--- config.mk ---
export PLATFORM = sky130hd
export DESIGN_NAME = two_way_time_sync_node_core
export DESIGN_NICKNAME = d
export VERILOG_FILES = /design/src/twts_pkg.sv /design/src/two_way_time_sync_node_core.sv
export SDC_FILE = /design/constraint.sdc
export NUM_CORES = 1
export LEC_CHECK = 0
export ABC_AREA = 1
export BUFFER_PORTS_ARGS = -buffer_cell sky130_fd_sc_hd__buf_2
export CORE_MARGIN = 2
export CORE_UTILIZATION = 45
export DETAILED_ROUTE_END_ITERATION = 7
export PLACE_DENSITY = 0.63
export SYNTH_ARGS = -nofsm -noshare
export SYNTH_HDL_FRONTEND = slang
export SYNTH_SLANG_ARGS = --single-unit
--- constraint.sdc ---
create_clock -name clk_i -period 11.5 [get_ports clk_i]
set_clock_uncertainty 0.05 [all_clocks]
set_input_delay 2.3 -clock clk_i [delete_from_list [all_inputs] [get_ports clk_i]]
set_output_delay 2.3 -clock clk_i [all_outputs]
set_load 0.03 [all_outputs]
--- src/twts_pkg.sv ---
// Package for the two-way time sync node: transaction types, codes and sizes.
// Used by two_way_time_sync_node_core; depends on nothing else.
`default_nettype none

package twts_pkg;

  // Sizes of the timestamp and of its decimal form.
  localparam int unsigned DigitCount = 10;
  localparam int unsigned ClockWidth = 32;
  localparam int unsigned BcdWidth   = 4 * DigitCount;
  localparam int unsigned StepWidth  = $clog2(ClockWidth);
  localparam int unsigned DigWidth   = $clog2(DigitCount);

  // ASCII code of the character zero, in the width of the digit field.
  localparam logic [5:0] AsciiZero = 6'd48;

  // Input operation codes.
  typedef enum logic [1:0] {
    OP_TICK  = 2'd0,
    OP_SEND  = 2'd1,
    OP_REPLY = 2'd2,
    OP_PEER  = 2'd3
  } op_e;

  // Kinds of emitted digit strings.
  typedef enum logic [1:0] {
    KIND_REQUEST   = 2'd0,
    KIND_OFFSET    = 2'd1,
    KIND_NEW_CLOCK = 2'd2,
    KIND_REPLY_TS  = 2'd3
  } kind_e;

  // Sequencer states.
  typedef enum logic [2:0] {
    ST_IDLE,
    ST_SUM,
    ST_OFF,
    ST_STEP,
    ST_CONV,
    ST_EMIT
  } state_e;

  // Input transaction.
  typedef struct packed {
    logic [1:0] operation;
    logic [7:0] rx_char;
  } in_item_t;

  // Output transaction: one ASCII digit.
  typedef struct packed {
    logic [1:0] message_kind;
    logic [5:0] ascii_digit;
    logic       last_of_run;
  } out_item_t;

endpackage

`default_nettype wire

--- src/two_way_time_sync_node_core.sv ---
// A tick or an early reply digit is handled in the idle state; a send or peer request runs the
// conversion, then the digit emission; the tenth reply digit runs the sum, offset and step
// states, then two conversion and emission runs. One transaction is in work at a time, set by the
// shared 32-step binary-to-BCD shifter and one digit per cycle while the output side takes them.
// Reset: rst_ni clears the clock, request time, reply accumulator and digit count to zero.
// Top level of the two-way time sync node; uses twts_pkg.
`default_nettype none

module two_way_time_sync_node_core
  import twts_pkg::*;
(
  input  wire logic      clk_i,
  input  wire logic      rst_ni,
  input  wire logic      in_valid_i,
  output logic           in_ready_o,
  input  wire in_item_t  in_data_i,
  output logic           out_valid_o,
  input  wire logic      out_ready_i,
  output out_item_t      out_data_o
);

  state_e                 state_q, state_d;
  logic [ClockWidth-1:0]  clock_q, clock_d;
  logic [ClockWidth-1:0]  req_q, req_d;
  logic [ClockWidth-1:0]  acc_q, acc_d;
  logic [3:0]             cnt_q, cnt_d;
  logic [ClockWidth-1:0]  work_q, work_d;
  logic                   up_q, up_d;
  logic [ClockWidth-1:0]  bin_q, bin_d;
  logic [BcdWidth-1:0]    bcd_q, bcd_d;
  logic [StepWidth-1:0]   step_q, step_d;
  logic [DigWidth-1:0]    dig_q, dig_d;
  kind_e                  kind_q, kind_d;
  logic                   more_q, more_d;
  logic                   out_valid_q, out_valid_d;
  out_item_t              out_q, out_d;

  logic                   in_fire;
  logic                   out_free;
  logic [3:0]             rx_digit;
  logic [ClockWidth-1:0]  even_reply;
  logic [BcdWidth-1:0]    bcd_adj;

  assign in_ready_o  = (state_q == ST_IDLE);
  assign in_fire     = in_valid_i && in_ready_o;
  assign out_free    = !out_valid_q || out_ready_i;
  assign out_valid_o = out_valid_q;
  assign out_data_o  = out_q;

  // Characters one to nine carry their low nibble; everything else counts as zero.
  assign rx_digit = (in_data_i.rx_char >= 8'h31 && in_data_i.rx_char <= 8'h39) ?
                    in_data_i.rx_char[3:0] : 4'd0;

  // The reply value with its lowest bit cleared.
  assign even_reply = {acc_q[ClockWidth-1:1], 1'b0};

  // Add-three correction of every BCD digit ahead of the next shift.
  always_comb begin
    for (int i = 0; i < DigitCount; i++) begin
      bcd_adj[4*i +: 4] = (bcd_q[4*i +: 4] >= 4'd5) ? bcd_q[4*i +: 4] + 4'd3 :
                          bcd_q[4*i +: 4];
    end
  end

  // Sequencer: next state and all register updates.
  always_comb begin
    state_d     = state_q;
    clock_d     = clock_q;
    req_d       = req_q;
    acc_d       = acc_q;
    cnt_d       = cnt_q;
    work_d      = work_q;
    up_d        = up_q;
    bin_d       = bin_q;
    bcd_d       = bcd_q;
    step_d      = step_q;
    dig_d       = dig_q;
    kind_d      = kind_q;
    more_d      = more_q;
    out_valid_d = out_valid_q && !out_ready_i;
    out_d       = out_q;

    case (state_q)
      ST_IDLE: begin
        if (in_fire) begin
          bcd_d  = '0;
          step_d = '0;
          more_d = 1'b0;
          case (op_e'(in_data_i.operation))
            OP_TICK: begin
              clock_d = clock_q + 32'd1;
            end
            OP_SEND: begin
              req_d   = clock_q;
              bin_d   = clock_q;
              kind_d  = KIND_REQUEST;
              state_d = ST_CONV;
            end
            OP_REPLY: begin
              acc_d = (acc_q << 3) + (acc_q << 1) + {{(ClockWidth-4){1'b0}}, rx_digit};
              if (cnt_q == 4'(DigitCount - 1)) begin
                state_d = ST_SUM;
              end else begin
                cnt_d = cnt_q + 4'd1;
              end
            end
            OP_PEER: begin
              bin_d   = {clock_q[ClockWidth-2:0], 1'b0};
              kind_d  = KIND_REPLY_TS;
              state_d = ST_CONV;
            end
            default: begin
              state_d = ST_IDLE;
            end
          endcase
        end
      end

      // Sum of the request time and the local clock.
      ST_SUM: begin
        work_d  = req_q + clock_q;
        state_d = ST_OFF;
      end

      // Half the absolute difference, and the direction of the step.
      ST_OFF: begin
        up_d = (even_reply > work_q);
        if (even_reply > work_q) begin
          work_d = (even_reply - work_q) >> 1;
        end else begin
          work_d = (work_q - even_reply) >> 1;
        end
        state_d = ST_STEP;
      end

      // Step the clock; the offset goes out first, the new clock after it.
      ST_STEP: begin
        clock_d = up_q ? clock_q + work_q : clock_q - work_q;
        bin_d   = work_q;
        kind_d  = KIND_OFFSET;
        more_d  = 1'b1;
        acc_d   = '0;
        cnt_d   = '0;
        bcd_d   = '0;
        step_d  = '0;
        state_d = ST_CONV;
      end

      // One double-dabble shift per cycle.
      ST_CONV: begin
        bcd_d  = {bcd_adj[BcdWidth-2:0], bin_q[ClockWidth-1]};
        bin_d  = {bin_q[ClockWidth-2:0], 1'b0};
        step_d = step_q + StepWidth'(1);
        if (step_q == StepWidth'(ClockWidth - 1)) begin
          dig_d   = '0;
          state_d = ST_EMIT;
        end
      end

      // One digit per cycle into the output register while it is free, most significant first.
      ST_EMIT: begin
        if (out_free) begin
          out_valid_d        = 1'b1;
          out_d.message_kind = kind_q;
          out_d.ascii_digit  = AsciiZero + {2'b00, bcd_q[BcdWidth-1 -: 4]};
          out_d.last_of_run  = (dig_q == DigWidth'(DigitCount - 1));
          bcd_d              = {bcd_q[BcdWidth-5:0], 4'd0};
          dig_d              = dig_q + DigWidth'(1);
          if (dig_q == DigWidth'(DigitCount - 1)) begin
            if (more_q) begin
              bin_d   = clock_q;
              kind_d  = KIND_NEW_CLOCK;
              more_d  = 1'b0;
              bcd_d   = '0;
              step_d  = '0;
              state_d = ST_CONV;
            end else begin
              state_d = ST_IDLE;
            end
          end
        end
      end

      default: begin
        state_d = ST_IDLE;
      end
    endcase
  end

  // Control and architectural state.
  always_ff @(posedge clk_i or negedge rst_ni) begin
    if (!rst_ni) begin
      state_q     <= ST_IDLE;
      clock_q     <= '0;
      req_q       <= '0;
      acc_q       <= '0;
      cnt_q       <= '0;
      step_q      <= '0;
      dig_q       <= '0;
      kind_q      <= KIND_REQUEST;
      more_q      <= 1'b0;
      out_valid_q <= 1'b0;
    end else begin
      state_q     <= state_d;
      clock_q     <= clock_d;
      req_q       <= req_d;
      acc_q       <= acc_d;
      cnt_q       <= cnt_d;
      step_q      <= step_d;
      dig_q       <= dig_d;
      kind_q      <= kind_d;
      more_q      <= more_d;
      out_valid_q <= out_valid_d;
    end
  end

  // Datapath registers.
  always_ff @(posedge clk_i) begin
    work_q <= work_d;
    up_q   <= up_d;
    bin_q  <= bin_d;
    bcd_q  <= bcd_d;
    out_q  <= out_d;
  end

`ifndef NO_ASSERTIONS
  // The reply digit count never reaches the string length.
  a_cnt_range: assert property (@(posedge clk_i) disable iff (!rst_ni)
    cnt_q <= 4'(DigitCount - 1))
    else $error("reply digit count out of range");

  // A conversion always starts from an empty BCD register.
  a_conv_clean: assert property (@(posedge clk_i) disable iff (!rst_ni)
    (state_q == ST_CONV && step_q == '0) |-> (bcd_q == '0))
    else $error("BCD register not cleared at conversion start");

  // A send transaction latches the clock and starts converting it.
  a_send_latch: assert property (@(posedge clk_i) disable iff (!rst_ni)
    (in_fire && in_data_i.operation == OP_SEND) |=>
      (state_q == ST_CONV && req_q == $past(clock_q) && bin_q == $past(clock_q)))
    else $error("send transaction did not latch the clock");

  // A new digit is only loaded while the sequencer is emitting.
  a_emit_only: assert property (@(posedge clk_i) disable iff (!rst_ni)
    (out_valid_o && !$past(out_valid_o)) |-> ($past(state_q) == ST_EMIT))
    else $error("output loaded outside the emit state");
`endif

endmodule

`default_nettype wire
==> results.md, run 1 <==
- Status: completed
- Hold buffer count at CTS: 0
- Area of the multi-input gates: 14,100 um^2
- Tcrit/Tclk final: 0.428
- Fmax achieved: 0.203 GHz
- DRT iter0 DRCs: approximately 2.3k
- Relative slew slack: 0.348
- Nature of the critical path endpoint: flip-flop
- Post-synth ARST share: 0.509
- Hold Fails Final Rpt: 0
- Max-slew violations: 0
- Skew-Pair Late Insertion Delay: around 0.59 ns
- Crit path time final: 4.92 ns
- Chip width: 228 um
- Commonest non-fill, non-tap cell in the layout: nand2_1
- Max clock buf depth: 3
- Avg Cell Area, Syn: 6.56 um^2
- Data required, critical path: between 10 and 15 ns
- CP dominant cell by count: inv_1
- Total wire length: 75.4 mm
- Final #Nets: 3,649
- Top_reg_cell synth: dfrtp_1
- Vias in the first global route: 20.4k
- Hold Path Class: flip-flop to flip-flop
- Largest stage delay on the critical path: 0.68 ns
- Critical path's slowest cell: o21ai_0
- Register Area: 6270 um^2
- Filler cells: about 5.2k
- HPWL Detailed: between 60 and 70 mm
- H-Tree Depth: 1
- Core Rows: 82
- TritonCTS clock tree: yes
- Core Util, Final: 0.484
- Clock Tree Root: clkbuf_16
- GR Overflow Total: 0
- Post-CTS sizing: 0
- IO Port Bufs: 22
- DRC viols: 0
- First-pass DRT Iterations: 6
- Core area: 49,900 um^2
- Clock-pin slew on the worst setup and hold paths: 0.06 ns
- Sequential element share of the synthesized area: 0.278
- Chip height: 228 um
- Drt wl/cell: 18.3 um
- Post-Synthesis Cells: 3,437
- Starting Density: 0.452
- GRT Resource Usage Total: 0.284
- Clock sinks: 228
- Vias: 22.5k
- Synth unique cells: 62
- EDFF count, synth: between 100 and 150
- # Max-Cap Violations: 0
- TNS Setup: 0 ns
- Yosys Warn Count: 0
- RSZ-0062 raised after global routing: no
- Setup Viol. Count Final: 0
- Gpl congestion: 0.993
- I/O pin count: 25
- Cts bufs inserted: 29
- Diode count: 0
- Crit Path Class: input port to flip-flop
- Largest net degree at the start of global routing: 62
- Synth-to-Final Area Change: 7.06%
- Worst Setup Start Kind: input port
- Die area: 51,900 um^2
- Mapped Area: between 20,000 and 25,000 um^2
- CP Cell Sequence: buf_2 > nor3_1 > inv_1 > nor2_1 > inv_1 > nor2_1 > inv_1 > nor2_1 > ha_1 > ha_1 > inv_1 > fa_1 > inv_1 > nand3_1 > nand2_1 > inv_1 > o21ai_0 > nand3_1 > nand2_1 > nand2_1 > nand3_1 > nand2_1
- Post-DRT Antenna Nets: 0
- Post-CTS setup buffers: 0
- Worst hold slack: 0.412 ns
- Worst-Margin Slew: a little under 1 ns
- First-pass GRT wire length: 116 mm
- Register bit total from synthesis: 228
- Drt via density: 5.47
- Layout cells sized above 1: 0.0465
- Most frequent cells in the layout: nand2_1 (1,135), inv_1 (466), nor2_1 (265)
- Crit path arrival time: 5.34 ns
- Crit Path Max Fanout: 4
- Initial antenna violation count: 0
[through the flow]
step | cell area (um^2) | worst slack (ns) | cells
finish | 24100 | 6.58 | 4116
global route | 24100 | 6.20 | 4116
CTS | 24100 | 6.64 | 4116
detailed placement | 23200 | 6.05 | 4062
global placement | 23200 | 6.08 | 4062
floorplan | 22600 | 4.87 | 3438
[Yosys cell counts (11+ instances only)]
master        n  area (um^2)
dfrtp_1     116         2900
o21ai_1      14         70.1
xor2_1       50          438
nand4_1      32          200
o211ai_1     11         82.6
or2_2        17          106
buf_4        15          113
inv_1       466         1750
a21oi_1     243         1220
xnor2_1      13          114
o21ai_0     219         1100
nand3_1     192          961
nand3b_1     15          113
ha_1        208         2600
clkbuf_1     30          113
a21o_1       11         82.6
o22ai_1      32          200
nand2_2      18          113
o2111ai_1    19          166
buf_2        28          140
o21a_1       11         82.6
nor2_1      270         1010
nand2_1    1135         4260
edfxtp_1    112         3360
nor3_1       30          150
o21bai_1     17          128
[flip-flops by register name, indices dropped and copies added (netlist names)]
name and flops:
acc_q 32, bcd_q 40, bin_q 32, clock_q 32
cnt_q 4, dig_q 4, kind_q 2, more_q 1
out_data_o 7, out_valid_o 1, req_q 32, state_q 3
step_q 5, up_q 1, work_q 32
[worst max-delay path, delay by kind of cell]
| family | cells | cell delay (ns) |
|---|---|---|
| simple gates | 11 | 1.16 |
| fa+ha+maj | 3 | 0.75 |
| compound gates | 1 | 0.68 |
| buf+inv | 7 | 0.47 |
[area by class of cell]
| type | instances | share of cell area |
|---|---|---|
| Sequential cell | 228 | 0.259 |
| Clock buffer | 38 | 0.0323 |
| Clock inverter | 16 | 0.00653 |
| Timing Repair Buffer | 34 | 0.00855 |
| Tap cell | 672 | 0.0348 |
| Multi-Input combinational cell | 2652 | 0.584 |
| Inverter | 476 | 0.0741 |
[path summary, 6_finish.rpt]
check                             startpoint            end  slack (ns)  depth (start not counted)
worst max register to register          up_q    clock_q[24]        7.11                         16
worst min register to register     kind_q[0]  out_data_o[7]        0.41                          0
worst min-delay path               kind_q[0]  out_data_o[7]        0.41                          0
max in group asynchronous             rst_ni     clock_q[5]        8.49                          2
worst max-delay path            in_data_i[6]      acc_q[30]        6.58                         22
min in group asynchronous             rst_ni      kind_q[1]        1.63                          1
[cell families (layout without fill, tap and decap cells)]
kind of cell | count (synthesis) | in the layout | synth area share
buffers and inverters | 558 | 564 | 0.0988
AND/OR/NAND/NOR | 1740 | 1740 | 0.318
XOR/XNOR | 63 | 63 | 0.0245
AO/OA/AOI/OAI | 625 | 625 | 0.156
other | 1 | 2 | 0.000166
multiplexers | 8 | 8 | 0.00394
adder cells (fa/ha/maj) | 214 | 214 | 0.121
flip-flops | 228 | 228 | 0.278
[metal layers]
layer,share of wire,vias up,global-route usage
li1,-,11200,-
met1,0.46,10300,0.416
met2,0.42,841,0.430
met3,0.087,99,0.0458
met4,0.029,0,0.0797
met5,0,-,0
Power of run 1 is left out: the tool's default activity adds up to more than one toggle a clock period on the data nets, which glitch-free logic cannot reach.
==> inputs of run 2 (changes only) <==
--- a/config.mk
+++ b/config.mk
@@ -10,7 +10,7 @@
 export CORE_MARGIN = 2
 export CORE_UTILIZATION = 45
 export DETAILED_ROUTE_END_ITERATION = 7
-export PLACE_DENSITY = 0.63
+export PLACE_DENSITY = 0.65
 export SYNTH_ARGS = -nofsm -noshare
 export SYNTH_HDL_FRONTEND = slang
 export SYNTH_SLANG_ARGS = --single-unit
==> constraint.sdc (replaced) <==
create_clock -name clk_i -period 4.15 [get_ports clk_i]
set_clock_uncertainty 0.05 [all_clocks]
set_input_delay 0.83 -clock clk_i [delete_from_list [all_inputs] [get_ports clk_i]]
set_output_delay 0.83 -clock clk_i [all_outputs]
set_load 0.03 [all_outputs]
==> results.md, run 2 (synthesis gave the netlist of run 1 again) <==
- RSZ-0062 raised after global routing: no
- Skew-Pair Late Insertion Delay: 0.60 ns
- Clock Tree Root: clkbuf_16
- Clock-pin slew on the worst setup and hold paths: 0.06 ns
- GRT Resource Usage Total: 0.282
- Max reg flops: 40
- Post-DRT Antenna Nets: 0
- Crit path buffers/inverters: 2
- Vias: approximately 23k
- Gpl congestion: 0.999
- Initial antenna violation count: 0
- Drt wl/cell: ~18 um
- Hold buffer count at CTS: 0
- Relative slew slack: 0.332
- Hold Fails Final Rpt: 0
- Clock sinks: 228
- Fmax achieved: 0.265 GHz
- Status: completed
- Core Rows: between 80 and 90
- Worst Setup Start Kind: flip-flop
- Reg-to-reg setup timing slack: 0.38 ns
- Commonest non-fill, non-tap cell in the layout: nand2_1
- Max clock buf depth: 3
- H-Tree Depth: 1
- Crit Path Max Fanout: 6
- Biggest register: bcd_q
- Total wire length: between 70 and 80 mm
- Data required, critical path: 4.54 ns
- First-pass DRT Iterations: 6
- Crit path arrival time: 4.16 ns
- Largest stage delay on the critical path: 0.42 ns
- DRC viols: 0
- IO Port Bufs: 22
- Die area: 51,900 um^2
- Chip height: about 230 um
- Crit path time final: 3.77 ns
- Layout cells sized above 1: 0.0540
- CP Cell Sequence: inv_1 > ha_1 > nand3_1 > nor2_1 > nand2_1 > nor2_2 > a31oi_1 > o21ai_0 > a21oi_1 > ha_1 > nand2_1 > nor2_1 > nand2_1 > inv_1 > nand3_1 > or2_1 > nand3_1 > nand2_1 > nand3_1 > o21ai_0
- Most frequent cells in the layout: nand2_1 (1,135), inv_1 (466), nor2_1 (263)
- DRT iter0 DRCs: 2,313
- Cts bufs inserted: 29
- Drt via density: 5.46
- Worst-Margin Slew: 1.00 ns
- Largest net degree at the start of global routing: 71
- Hold Path Class: input port to async pin
- HPWL Detailed: 59.6 mm
- Crit Path Class: flip-flop to flip-flop
- Post-CTS setup buffers: 0
- Setup Viol. Count Final: 0
- Final #Nets: roughly 3.7k
- Nature of the critical path endpoint: flip-flop
- GR Overflow Total: 0
- Tcrit/Tclk final: 0.909
- # Max-Cap Violations: 0
- Max-slew violations: 0
- TNS Setup: 0 ns
- First-pass GRT wire length: approximately 120 mm
- Chip width: 228 um
- TritonCTS clock tree: yes
- Critical path's slowest cell: edfxtp_1
- Diode count: 0
- Core area: 49,900 um^2
- Vias in the first global route: ~20k
- I/O pin count: 25
- Top delay family on crit path: simple AND/OR/NAND/NOR gates
- Starting Density: 0.452
- Synth-to-Final Area Change: 8.02%
run 2: cell types whose count changed in the layout (fill, tap and decap cells not counted), sizes merged:
cell and delta:
inv +1, buf +20, clkbuf -2, bufinv +1
run 2: per-stage QoR:
step	cells	setup WS (ns)	utilization	cell area, um^2	hold WS, ns
after floorplan	3438	0.268	-	22600	0.375
after global placement	4082	0.329	0.469	23400	0.394
after detailed placement	4082	0.323	0.469	23400	0.394
after CTS	4136	0.388	0.489	24400	0.255
after global routing	4136	0.0218	0.489	24400	0.262
final	4136	0.376	0.489	24400	0.206
run 2: cell type report:
class                   count  area, um^2
fillers                  5225       25500
multi-input cells        2652       14100
flip-flops and latches    228        6270
inverters                 476        1790
well taps                 672         841
clock buffers              36         803
repair buffers             54         369
clock inverters            18         185
run 2: final timing paths:
kind / start / to / depth (start not counted)
setup reg to reg: work_q[0] / clock_q[24] / 20
hold / removal: rst_ni / clock_q[22] / 1
setup / recovery: work_q[0] / clock_q[24] / 20
hold reg to reg: kind_q[1] / out_data_o[8] / 0
min in group clk_i: kind_q[1] / out_data_o[8] / 0
max in group asynchronous: rst_ni / req_q[7] / 2
run 2: metal layers:
layer	track usage	up-vias	share of wire	routed length [um]
met2	0.427	861	0.42	31100
met3	0.0439	100	0.090	6660
met1	0.415	10400	0.46	34500
met4	0.0764	0	0.028	2090
li1	-	11300	-	-
met5	0	-	0	0
run 2: timing repair:
action / CTS / global route
endpoints found under the hold margin: 0 / 0
gates resized for setup: 0 / 3
endpoints found under the setup margin: 0 / 1
Power of run 2 is left out for the same reason.
